**src/hw/rtl/gtcr_pkg.sv**
```systemverilog
package gtcr_pkg;

	localparam int DEF_GLYPH_COUNT      = 256;
	localparam int DEF_MAX_GLYPH_HEIGHT = 32;
	localparam int DEF_MAX_GLYPH_WIDTH  = 16;

	localparam int PIX_W     = 16;
	localparam int CFG_IDX_W = 3;
	localparam int CFG_DAT_W = 48;

	localparam logic [1:0] OP_PRINT = 2'd0;
	localparam logic [1:0] OP_LOAD  = 2'd1;
	localparam logic [1:0] OP_SET   = 2'd2;

	localparam logic [7:0] CHAR_NUL = 8'd0;
	localparam logic [7:0] CHAR_LF  = 8'd10;
	localparam logic [7:0] CHAR_CR  = 8'd13;

	localparam logic [CFG_IDX_W-1:0] REG_BASE   = 3'd0;
	localparam logic [CFG_IDX_W-1:0] REG_SCR_W  = 3'd1;
	localparam logic [CFG_IDX_W-1:0] REG_SCR_H  = 3'd2;
	localparam logic [CFG_IDX_W-1:0] REG_STRIDE = 3'd3;
	localparam logic [CFG_IDX_W-1:0] REG_GLY_W  = 3'd4;
	localparam logic [CFG_IDX_W-1:0] REG_GLY_H  = 3'd5;
	localparam logic [CFG_IDX_W-1:0] REG_BG     = 3'd6;

	typedef struct packed {
		logic [1:0]  op;
		logic [7:0]  char_code;
		logic [31:0] foreground;
		logic [7:0]  glyph_index;
		logic [4:0]  glyph_row;
		logic [15:0] row_bits;
		logic [8:0]  cell_col;
		logic [7:0]  cell_row;
	} in_item_t;

	typedef struct packed {
		logic [47:0] write_address;
		logic [15:0] pixel_on_bits;
		logic [15:0] column_enable;
		logic [31:0] fg_color;
		logic [31:0] bg_color;
		logic        last;
	} out_item_t;

	typedef struct packed {
		logic [47:0] buffer_base_address;
		logic [11:0] screen_width;
		logic [11:0] screen_height;
		logic [12:0] row_stride_pixels;
		logic [4:0]  glyph_width;
		logic [5:0]  glyph_height;
		logic [31:0] background_color;
	} cfg_t;

	typedef enum logic [1:0] {
		KIND_OTHER,
		KIND_PRINT,
		KIND_NEWLINE
	} kind_t;

	typedef struct packed {
		logic accept;
		logic setup_mul;
		logic setup_addr;
		logic issue;
		logic adv_x;
		logic new_line;
		logic top_chk;
	} dp_cmd_t;

	typedef struct packed {
		kind_t kind;
		logic  emit_ok;
		logic  can_issue;
		logic  last_row;
		logic  line_wrap;
	} dp_sts_t;

endpackage

```
**src/hw/rtl/gtcr_ctrl.sv**
```systemverilog
module gtcr_ctrl
	import gtcr_pkg::*;
(
	input  logic    clk,
	input  logic    arst_n,
	input  logic    in_valid,
	input  dp_sts_t sts,
	output logic    in_stall,
	output dp_cmd_t cmd
);

	typedef enum logic [2:0] {
		ST_IDLE,
		ST_MUL,
		ST_ADDR,
		ST_EMIT,
		ST_ADVX,
		ST_LINECHK,
		ST_NEWLN,
		ST_TOPCHK
	} state_t;

	state_t state_q;

	always_ff @(posedge clk or negedge arst_n) begin
		if (!arst_n) begin
			state_q <= ST_IDLE;
		end else begin
			unique case (state_q)
				ST_IDLE: begin
					if (in_valid && sts.kind == KIND_PRINT) begin
						state_q <= ST_MUL;
					end else if (in_valid && sts.kind == KIND_NEWLINE) begin
						state_q <= ST_NEWLN;
					end
				end
				ST_MUL:  state_q <= ST_ADDR;
				ST_ADDR: state_q <= sts.emit_ok ? ST_EMIT : ST_ADVX;
				ST_EMIT: begin
					if (sts.can_issue && sts.last_row) begin
						state_q <= ST_ADVX;
					end
				end
				ST_ADVX:    state_q <= ST_LINECHK;
				ST_LINECHK: state_q <= sts.line_wrap ? ST_NEWLN : ST_IDLE;
				ST_NEWLN:   state_q <= ST_TOPCHK;
				ST_TOPCHK:  state_q <= ST_IDLE;
				default:    state_q <= ST_IDLE;
			endcase
		end
	end

	always_comb begin
		in_stall       = (state_q != ST_IDLE);
		cmd.accept     = in_valid && (state_q == ST_IDLE);
		cmd.setup_mul  = (state_q == ST_MUL);
		cmd.setup_addr = (state_q == ST_ADDR);
		cmd.issue      = (state_q == ST_EMIT) && sts.can_issue;
		cmd.adv_x      = (state_q == ST_ADVX);
		cmd.new_line   = (state_q == ST_NEWLN);
		cmd.top_chk    = (state_q == ST_TOPCHK);
	end

endmodule

```
**config.mk**
```make
export PLATFORM = sky130hd
export DESIGN_NAME = gtcr_ctrl
export DESIGN_NICKNAME = d
export VERILOG_FILES = /design/src/hw/rtl/gtcr_pkg.sv /design/src/hw/rtl/gtcr_ctrl.sv
export SDC_FILE = /design/constraint.sdc
export NUM_CORES = 1
export LEC_CHECK = 0
export BUFFER_PORTS_ARGS = -buffer_cell sky130_fd_sc_hd__buf_2
export CORE_AREA = 2 2 39 41
export CTS_CLUSTER_SIZE = 24
export DETAILED_ROUTE_END_ITERATION = 8
export DIE_AREA = 0 0 41 43
export SYNTH_ARGS = -nofsm -noshare
export SYNTH_HDL_FRONTEND = slang
export SYNTH_SLANG_ARGS = --single-unit
```
**constraint.sdc**
```tcl
create_clock -name clk -period 1.2 [get_ports clk]
set_clock_uncertainty 0.15 [all_clocks]
set_input_delay 0.06 -clock clk [delete_from_list [all_inputs] [get_ports clk]]
set_output_delay 0.06 -clock clk [all_outputs]
set_load 0.01 [all_outputs]
```
# Yosys cells after proc, flatten, opt, wreduce, memory -nomap -nowiden
# Index checks and enable logic that the tools add are counted.
[classes]
n_eq_ne = 11
n_mux = 6
reduce_logical = 8
[op_table]
columns = ["operator", "count"]
rows = [
  ["3-bit case mux with 8 select lines", 1],
  ["3-bit two-way mux", 5],
  ["3-bit equality test, second input constant", 4],
  ["3-bit by 2-bit equality test with 1-bit output, second input constant", 2],
  ["1-bit logical AND", 5],
  ["3-bit by 1-bit equality test with 1-bit output, second input constant", 1],
  ["3-bit zero test", 1],
  ["3-bit inequality test, second input constant", 1],
  ["3-bit nonzero test", 1],
  ["2-bit by 1-bit equality test with 1-bit output, second input constant", 1],
  ["2-bit equality test, second input constant", 1],
  ["2-bit inequality test, second input constant", 1],
  ["2-bit AND reduction", 1],
]
[word_totals]
register_bits = 3
output_inout_bits = 8
wordCells = 26

# Depth between registers and ports, before layout
[logic_depth]
ltp_word = 5
ltp_mapped = 5

# Least setup slack after synthesis
# Ideal clock, no wire load.
[synth_timing]
kind = "reg2reg"
startpoint = "reg state_q[0]"
endpoint = "reg state_q[1]"
arrival_ns = 0.973
setup_slack_ns = -0.047
path_stages_with_launch = 5
synth_period_minus_slack_ns = 1.247
path_cell_list = "dfrtp_1 buf_6 nand4_1 nand2_2 o31a_1"
[synth_between]
elab_chain_len = 3
[synth_lines]
columns = ["item", "line", "text"]
rows = [
  ["start: declaration", "gtcr_ctrl.sv:23", "state_t state_q;"],
  ["start signal: assignment", "gtcr_ctrl.sv:38", "ST_ADDR: state_q <= sts.emit_ok ? ST_EMIT : ST_ADVX;"],
  ["start signal: assignment", "gtcr_ctrl.sv:45", "ST_LINECHK: state_q <= sts.line_wrap ? ST_NEWLN : ST_IDLE;"],
  ["3-bit by 2-bit equality test with 1-bit output or 3-bit zero test (tied branches)", "gtcr_ctrl.sv:29", "unique case (state_q)"],
  ["2-bit inequality test (no source line) or 3-bit inequality test (tied branches)", "-", ""],
  ["2-bit AND reduction (no source line)", "-", ""],
]
# Parallel ways exist; a longest one is shown, timed or not.
# A chain may end at the register's enable or synchronous reset.

# Worst setup path after layout
# Same ends and word-level chain as after synthesis.

==> flow_summary.ini <==
[die]
fp-row-count = 14
dieArea_sq_mm = 0.00176
io-pin-count = 17
initial_core_util_pct = 21.8
fp.dieH_microns = 43
die_x_microns = 41
fp.coreArea_sq_mm = 0.00138

[sta]
finalHoldViolCount = 0
fin_setup_tns_ns = -1.98
period_needed_ns = 1.41
report.final.setup_viol = 11
maxSlewHeadroom_pct = 88.3
final_max_slew_viol_count = 0
finalCritPeriodShare_pct = 117
timing.fmax_mhz = 710
layout_setup_ws_ns = -0.208
tightest_slew_ns = 0.175
rsz0062_at_grt = true

[placed_design]
detailed_place_hpwl_microns = 582
gp_congestion = 0.803
io_buffers = 16

[worst_setup_path]
worstSetupEndpointType = register
critPathLaunchType = register
cp.required_ns = 1.17
worstPathArrival_ns = 1.37
worstSetupPathType = register to register
crit_fanout = 6

[worst_hold_path]
min_path_type = primary input to register

[logic_synthesis]
ys_ff_latch = 3
synth_cell_type_count = 23
synthCells = 38
netlist_area_sq_um = 302
synthArstFlopShare_pct = 100
avgSynthCellArea_sq_um = 7.94
ys_top_cells_by_area = dfrtp_1 (25%), buf_6 (7.5%), nand2_1 (6.2%), nor3_4 (5.4%), a21oi_1 (5.0%)
synth_edf_count = 0
ys.flop_type = dfrtp_1
synth_most_common_cell = nand2_1
synth_top_area_share_pct = 24.9
yosysTopAreaCell = dfrtp_1
yosys_warnings = 0
ys_seq_area_share_pct = 24.9
synth_common_cells = nand2_1 (5), nor2_1 (4), a21oi_1 (3), dfrtp_1 (3)
syn-num-nets = 47

[pwr]
ir_worst_vdd_mv = 0.974
power_w = 0.00162
p_per_area_mw_per_mm2 = 2700
p_leak_nw = 0.298

[route]
wirelength_microns = 882
first_iter_violations = 2
num_vias = 377
first_pass_iters = 2
drc = 0
wire_per_inst_microns = 10.1
viasPerCell = 4.33
drtAntennaViolNets = 0

[final_layout]
drive_gt1_share_pct = 67.6
antenna_cells = 0
nets = 81
area_growth_pct = 98.8
largest_reg_flops = 3
nFillCells = 142
regMostFlops = state_q
reg_top3 = state_q x3

[global_route]
grt_pass1_vias = 343
overflow = 0
grt_use_total_pct = 12.6
grt_pass1_wl_mm = 1.40
antenna_found_initial = 0
grt_max_degree = 7

[clocking]
cts_max_level = 1
numCtsBuffers = 3
cts_tree = done
clock_sinks = 3
clk_pin_slew_ns = 0.04
clock_latency_ns = 0.25
cts_root_buf = clkbuf_4
clockBufferDepth = 2

[outcome]
violations = negative setup slack
outcome = finished with violations

[flow_run]
max-cap-violations = 0
## path summary, 6_finish.rpt
| path | from | endpoint | slack (ns) | cells after the start |
|---|---|---|---|---|
| max | state_q[0] | state_q[1] | -0.21 | 6 |
| min | sts[1] | state_q[0] | 0.007 | 4 |
| max reg2reg | state_q[0] | state_q[1] | -0.21 | 6 |
| min reg2reg | state_q[0] | state_q[0] | 0.61 | 3 |
| max in group asynchronous | arst_n | state_q[1] | 0.20 | 3 |
| min in group asynchronous | arst_n | state_q[2] | 0.53 | 3 |
## where the power goes
group | switching [W] | internal (W)
registers | 0.000124 | 0.000169
clock network | 0.0000642 | 0.000125
logic | 0.000440 | 0.000696
## placed cells by master, fill, tap and decap left out, types with 2 or more instances in the layout
master	instances
nand2b_4	2
nand2_2	2
a21oi_1	2
dfrtp_2	3
buf_2	15
buf_4	7
buf_6	8
nand2_1	4
dlygate4sd3_1	2
nor3b_2	2
nor2_1	4
clkbuf_4	3
o21ai_1	2
## metrics by stage
stage	std cells	cell area (sq um)	hold slack, ns	worst slack (ns)	utilization [%]
2_1_floorplan	38	302	-0.386	-0.00120	-
3_3_place_gp	76	439	-0.294	-0.0967	31.7
3_5_place_dp	76	439	-0.291	-0.131	31.7
4_1_cts	86	562	0.00787	-0.202	40.6
5_1_grt	87	599	0.0311	-0.270	43.3
6_report	87	599	0.00690	-0.208	43.3
## cell families (layout without fill, tap and decap cells)
group | count (synthesis) | after routing | share of synthesized area [%]
buffers and inverters | 5 | 38 | 12.4
xor gates and xnor gates | 1 | 1 | 2.91
AOI/OAI and AO/OA | 10 | 10 | 21.2
DFF | 3 | 3 | 24.9
and+or+nand+nor | 19 | 19 | 38.6
## per-layer routing
| layer | track usage (%) | share of wire (%) | vias to the layer above |
|---|---|---|---|
| li1 | - | - | 195 |
| met3 | 3.14 | 5.1 | 2 |
| met5 | 0 | 0 | - |
| met1 | 15.2 | 41 | 165 |
| met4 | 12.0 | 2.8 | 0 |
| met2 | 16.9 | 51 | 15 |
## what timing repair did
item	in CTS	in global routing
endpoints found under the hold margin	3	0
pin swaps	6	3
buffers inserted	4	1
cloned	0	0
hold buffers	2	0
setup endpoints to repair	11	11
resized for setup	13	8
## critical path, cell delays in order (launching register included)
cell and delay (ns):
dfrtp_2 0.45, nor3_4 0.06, buf_4 0.13, buf_6 0.11
o21ai_4 0.06, nand2_2 0.07, o31a_1 0.24
## area by class of cell
| cell class | instances | area [sq um] | share of cell area (%) |
|---|---|---|---|
| Tap cell | 16 | 20.0 | 3.34 |
| Clock buffer | 4 | 26.3 | 4.38 |
| Timing Repair Buffer | 32 | 238 | 39.7 |
| Inverter | 2 | 7.51 | 1.25 |
| Multi-Input combinational cell | 30 | 229 | 38.2 |
| Sequential cell | 3 | 78.8 | 13.2 |
Note: power is estimated with default switching activity, not from simulation.
