File: src/hw/rtl/gtcr_pkg.sv
package gtcr_pkg;

	localparam int DEF_GLYPH_COUNT      = 256;
	localparam int DEF_MAX_GLYPH_HEIGHT = 32;
	localparam int DEF_MAX_GLYPH_WIDTH  = 16;

	localparam int PIX_W     = 16;
	localparam int CFG_IDX_W = 3;
	localparam int CFG_DAT_W = 48;

	localparam logic [1:0] OP_PRINT = 2'd0;
	localparam logic [1:0] OP_LOAD  = 2'd1;
	localparam logic [1:0] OP_SET   = 2'd2;

	localparam logic [7:0] CHAR_NUL = 8'd0;
	localparam logic [7:0] CHAR_LF  = 8'd10;
	localparam logic [7:0] CHAR_CR  = 8'd13;

	localparam logic [CFG_IDX_W-1:0] REG_BASE   = 3'd0;
	localparam logic [CFG_IDX_W-1:0] REG_SCR_W  = 3'd1;
	localparam logic [CFG_IDX_W-1:0] REG_SCR_H  = 3'd2;
	localparam logic [CFG_IDX_W-1:0] REG_STRIDE = 3'd3;
	localparam logic [CFG_IDX_W-1:0] REG_GLY_W  = 3'd4;
	localparam logic [CFG_IDX_W-1:0] REG_GLY_H  = 3'd5;
	localparam logic [CFG_IDX_W-1:0] REG_BG     = 3'd6;

	typedef struct packed {
		logic [1:0]  op;
		logic [7:0]  char_code;
		logic [31:0] foreground;
		logic [7:0]  glyph_index;
		logic [4:0]  glyph_row;
		logic [15:0] row_bits;
		logic [8:0]  cell_col;
		logic [7:0]  cell_row;
	} in_item_t;

	typedef struct packed {
		logic [47:0] write_address;
		logic [15:0] pixel_on_bits;
		logic [15:0] column_enable;
		logic [31:0] fg_color;
		logic [31:0] bg_color;
		logic        last;
	} out_item_t;

	typedef struct packed {
		logic [47:0] buffer_base_address;
		logic [11:0] screen_width;
		logic [11:0] screen_height;
		logic [12:0] row_stride_pixels;
		logic [4:0]  glyph_width;
		logic [5:0]  glyph_height;
		logic [31:0] background_color;
	} cfg_t;

	typedef enum logic [1:0] {
		KIND_OTHER,
		KIND_PRINT,
		KIND_NEWLINE
	} kind_t;

	typedef struct packed {
		logic accept;
		logic setup_mul;
		logic setup_addr;
		logic issue;
		logic adv_x;
		logic new_line;
		logic top_chk;
	} dp_cmd_t;

	typedef struct packed {
		kind_t kind;
		logic  emit_ok;
		logic  can_issue;
		logic  last_row;
		logic  line_wrap;
	} dp_sts_t;

endpackage

File: src/hw/rtl/gtcr_cfg_regs.sv
module gtcr_cfg_regs
	import gtcr_pkg::*;
(
	input  logic                 clk,
	input  logic                 arst_n,
	input  logic                 cfg_valid,
	input  logic                 cfg_ready,
	input  logic [CFG_IDX_W-1:0] cfg_index,
	input  logic [CFG_DAT_W-1:0] cfg_data,
	output cfg_t                 cfg
);

	cfg_t cfg_q;

	always_ff @(posedge clk or negedge arst_n) begin
		if (!arst_n) begin
			cfg_q.buffer_base_address <= '0;
			cfg_q.screen_width        <= 12'd640;
			cfg_q.screen_height       <= 12'd480;
			cfg_q.row_stride_pixels   <= 13'd640;
			cfg_q.glyph_width         <= 5'd8;
			cfg_q.glyph_height        <= 6'd16;
			cfg_q.background_color    <= '0;
		end else if (cfg_valid && cfg_ready) begin
			unique case (cfg_index)
				REG_BASE:   cfg_q.buffer_base_address <= cfg_data[47:0];
				REG_SCR_W:  cfg_q.screen_width        <= cfg_data[11:0];
				REG_SCR_H:  cfg_q.screen_height       <= cfg_data[11:0];
				REG_STRIDE: cfg_q.row_stride_pixels   <= cfg_data[12:0];
				REG_GLY_W:  cfg_q.glyph_width         <= cfg_data[4:0];
				REG_GLY_H:  cfg_q.glyph_height        <= cfg_data[5:0];
				REG_BG:     cfg_q.background_color    <= cfg_data[31:0];
				default: begin
				end
			endcase
		end
	end

	assign cfg = cfg_q;

endmodule

File: config.mk
export PLATFORM = sky130hd
export DESIGN_NAME = gtcr_cfg_regs
export DESIGN_NICKNAME = d
export VERILOG_FILES = /design/src/hw/rtl/gtcr_pkg.sv /design/src/hw/rtl/gtcr_cfg_regs.sv
export SDC_FILE = /design/constraint.sdc
export NUM_CORES = 1
export LEC_CHECK = 0
export BUFFER_PORTS_ARGS = -buffer_cell sky130_fd_sc_hd__clkbuf_2
export CAP_MARGIN = 20
export CORE_MARGIN = 5
export CORE_UTILIZATION = 45
export DETAILED_ROUTE_END_ITERATION = 7
export PLACE_DENSITY = 0.74
export SKIP_LAST_GASP = 1
export SLEW_MARGIN = 20
export SYNTH_ARGS = -nofsm -noshare
export SYNTH_HDL_FRONTEND = slang
export SYNTH_SLANG_ARGS = --single-unit
File: constraint.sdc
create_clock -name clk -period 1.5 [get_ports clk]
set_input_delay 0.225 -clock clk [delete_from_list [all_inputs] [get_ports clk]]
set_output_delay 0.225 -clock clk [all_outputs]
set_load 0.02 [all_outputs]
# ---- Word-level counts from Yosys, hierarchy flattened
# Index checks and enable logic that the tools add are counted.
# Widths: inputs -> output; s select.
dict set report totals {
  regBits 128
  inputBits 55
  out_inout_bits 128
}
dict set report classes {
  n_eq_ne 6
  n_reduce_logical 9
}
# cell n
set op_table {}
lappend op_table {{$reduce_and 2->1} 7}
lappend op_table {{$eq 3x3->1 const B} 3}
lappend op_table {{$eq 3x2->1 const B} 2}
lappend op_table {{$eq 3x1->1 const B} 1}
lappend op_table {{$logic_not 3->1} 1}
lappend op_table {{$logic_and 1x1->1} 1}

# ---- Logic depth before layout (Yosys ltp)
dict set report logic_depth {
  ltp_word 2
  mapped_depth 5
  ltp_nobuf 3
}

# ---- Worst setup path after synthesis
# Ideal clock, no wire load.
dict set report synth_path {
  path_type {in2reg}
  from {in cfg_index[2]}
  to {reg cfg_q (netlist bit cfg[100])}
  setup_time_ns 0.125
  arrival_ns 1.287
  required_time_ns 1.375
  path_slack_ns 0.088
  path_stages 5
  cell_sequence {nand3b_4 > or3_4 > buf_6 > buf_6 > mux2_4}
}
dict set report synth_via {
  elab_chain_len 2
}
# element line_no
set synth_rtl {}
lappend synth_rtl {{start, declared} gtcr_cfg_regs.sv:8} ;# input logic [CFG_IDX_W-1:0] cfg_index,
lappend synth_rtl {{$logic_not 3->1} gtcr_cfg_regs.sv:25} ;# unique case (cfg_index)
lappend synth_rtl {{$reduce_and 2->1 (no source line)} --}
lappend synth_rtl {{end, declared} gtcr_cfg_regs.sv:13} ;# cfg_t cfg_q;
# Every way passes these cells.
# A chain may end at the register's enable or synchronous reset.

# ---- Final worst setup path
dict set report layout_path {
  from {reg cfg_q (netlist bit cfg[36])}
  to {out cfg[36] (netlist bit)}
}
# element line_no
set layout_rtl {}
lappend layout_rtl {{end, declared} gtcr_cfg_regs.sv:10} ;# output cfg_t cfg
# No word-level cell between the ends.

==> impl_summary.txt <==
----------------------------------------------------
[Setup path]
  Critical-path cell list ... clkbuf_2
  Type of element capturing the critical path ... output pin
  Crit-path slowest cell ... sky130_fd_sc_hd__dfstp_2
  Delay of the slowest critical-path stage ... 530 ps
  CP bufs+invs ... 1
  Required arrival time at the worst endpoint ... 1270 ps
  WS Path Type ... flip-flop to output pin
  Top Family by Delay on Critical Path ... flip-flops
  Setup crit start kind ... flip-flop
  Worst-path maximum fanout ... 2
  Data arrival at the endpoint of the critical path ... 1210 ps

[Timing]
  Final hold viol count ... 0
  Post-route clock period utilization ... 0.958
  Setup Total Neg Slack ... 0 ps
  RSZ-0062 raised after global routing ... false
  Worst setup slack after layout ... 63.6 ps
  Number of failing setup endpoints in the final timing report ... 0
  Achievable clock frequency ... 696 MHz
  Final period demand of the worst path ... 1440 ps
  Final Max Slew Viols ... 0
  Worst clock skew on the final layout ... 0 ps
  Max-slew headroom ... 0.767
  Transition time of the tightest slew-check pin ... 349 ps

[Clock network]
  Maximum buffer depth of the clock tree ... 2
  Post-cts repair resize count ... 0
  Postcts setup bufs ... 0
  Worst-Skew Late Latency ... 500 ps
  Number of buffers created by CTS ... 17
  CTS HTree Levels ... 4
  Clock root cell ... sky130_fd_sc_hd__clkbuf_8
  Clock slew at reported path FFs ... 60 ps
  Clock tree from TritonCTS ... built
  Clk sinks ... 128

[Pwr]
  Leakage power ... 3.54 nW
  Total power of the final layout ... 11.7 mW
  Peak supply drop ... 0.815 mV
  Pwr/cell area ... 1660 nW/um2

[Drt]
  Count of routing violations after the opening detailed-route iteration ... 184
  # DRC ... 0
  Count of nets left with antenna violations after detail routing ... 0
  Sum of met3 wire segment lengths after detailed routing ... 901 um
  Detail-routed net length per standard cell ... 18.5 um
  Uppermost layer routed ... met4
  Routed wire length on met2 ... 6500 um
  Detailed-route wire length on metal 1 ... 4950 um
  Total iterations of the first detailed-routing run ... 4
  Via density per instance ... 4.93
  Via count ... 3,331
  Routed WL ... 12,500 um

[Final layout]
  # nets final ... 578
  Share of cells above drive strength 1 ... 0.683
  Area taken by flip-flops and latches ... 3220 um2
  Number of flip-flops in the largest register ... 128
  Final-layout fill cell count ... 777
  Antenna Cells ... 0
  Area Growth Syn to Fin ... 44.3%
  Area of the multi-input gates ... 1600 um2

[Die]
  Boundary pin count ... 183
  Core Box Area ... 10,700 um2
  Die footprint ... 13,000 um2
  Starting density of the core ... 0.455
  Die width ... 114 um
  # rows ... 38
  Overall die height ... 114 um

[Synth]
  Total of flip-flops plus latches after synthesis ... 128
  Distinct cell type count of the synthesized netlist ... 15
  Syn nets ... 335
  Area of the mapped netlist ... 4890 um2
  Total of warnings raised by yosys ... 0
  Sequential element share of the synthesized area ... 0.658
  Mean Syn Cell Area ... 17.5 um2
  Syn Inst Count ... 280

[Placed design]
  Port bufs ... 182
  Gpl congestion ... 0.704
  Detailed Place HPWL ... 8530 um
  Setup slack after placement ... 17.5 ps

[GRT]
  Largest net degree at the start of global routing ... 66
  Vias in the first global route ... 3,717
  First-pass GRT wire length ... 19,900 um
  Total gr overflow ... 0
  Antenna violations before repair ... 0
  Overall global routing resource usage ... 0.201

[Min path]
  Kind of path behind the tightest hold check ... primary input to flip-flop

[Status]
  Outcome ... finished, final reports clean

[Run]
  Max-Cap Viols ... 0

----------------------------------------------------
metrics by stage:
stage | instances | hold WS, ps | instance area [um2] | util
after CTS | 676 | 4.05 | 7050 | 0.656
after detailed placement | 603 | 95.5 | 6080 | 0.566
after global routing | 676 | 3.09 | 7050 | 0.656
after floorplan | 280 | -70.6 | 4890 | -
after global placement | 603 | 91.2 | 6080 | 0.566
final | 676 | 36.2 | 7050 | 0.656
report_power, final:
group          leakage (nW)  internal [mW]  switching [mW]
sequential             1.55           4.31           0.448
clock                 0.269           2.34            1.48
combinational          1.72           1.32            1.80
total                  3.54           7.97            3.72
Yosys cell counts:
master / number / area share
sky130_fd_sc_hd__buf_2: 8 / 0.0082
sky130_fd_sc_hd__buf_6: 3 / 0.0069
sky130_fd_sc_hd__clkbuf_1: 1 / 0.00077
sky130_fd_sc_hd__dfrtp_1: 118 / 0.60
sky130_fd_sc_hd__dfstp_2: 10 / 0.054
sky130_fd_sc_hd__mux2_1: 3 / 0.0069
sky130_fd_sc_hd__mux2_2: 105 / 0.24
sky130_fd_sc_hd__mux2_4: 20 / 0.061
sky130_fd_sc_hd__nand2_1: 1 / 0.00077
sky130_fd_sc_hd__nand2b_1: 2 / 0.0026
sky130_fd_sc_hd__nand3_1: 1 / 0.0010
sky130_fd_sc_hd__nand3b_4: 1 / 0.0041
sky130_fd_sc_hd__nor2_1: 5 / 0.0038
sky130_fd_sc_hd__or3_1: 1 / 0.0013
sky130_fd_sc_hd__or3_4: 1 / 0.0023
worst paths after layout:
| check | slack [ps] | to | depth (start not counted) | startpoint |
|---|---|---|---|---|
| worst max-delay path | 60 | cfg[36] | 1 | cfg[36]$_DFFE_PN1P_ |
| worst min-delay path | 40 | cfg[91]$_DFFE_PN0P_ | 2 | cfg_data[11] |
| worst max register to register | 710 | cfg[84]$_DFFE_PN0P_ | 1 | cfg[84]$_DFFE_PN0P_ |
| worst min register to register | 490 | cfg[2]$_DFFE_PN0P_ | 1 | cfg[2]$_DFFE_PN0P_ |
| max in group asynchronous | 750 | cfg[41]$_DFFE_PN1P_ | 3 | arst_n |
| min in group asynchronous | 110 | cfg[18]$_DFFE_PN0P_ | 2 | arst_n |
layout by cell type (no fill, tap or decap), drive strengths merged:
master and count:
clkinv 9, clkinvlp 4, nand3 1, clkbuf 198
mux2 128, bufinv 2, nand2b 2, dlygate4sd3 41
nand2 1, dfrtp 118, nor2 5, or3 2
buf 14, nand3b 1, dfstp 10
per-layer routing:
| metal | up-vias | global-route usage |
|---|---|---|
| li1 | 1493 | - |
| met1 | 1697 | 0.232 |
| met2 | 124 | 0.349 |
| met3 | 17 | 0.0666 |
| met4 | 0 | 0.0744 |
| met5 | - | 0 |
logic make-up after synthesis:
logic type,share of synthesized area
buf+inv,0.0159
mux,0.310
flops,0.658
simple gates,0.0159
final cells by class:
cell class	count	share of cell area
Clock buffer	17	0.0587
Clock inverter	15	0.0208
Multi-Input combinational cell	140	0.227
Sequential cell	128	0.456
Tap cell	140	0.0248
Timing Repair Buffer	236	0.212
repair_timing:
action                     in CTS  in global routing
setup endpoints to repair       0                  0
hold endpoints to repair      186                  0
hold buffers                   41                  0
Note: power is estimated with default switching activity, not from simulation.
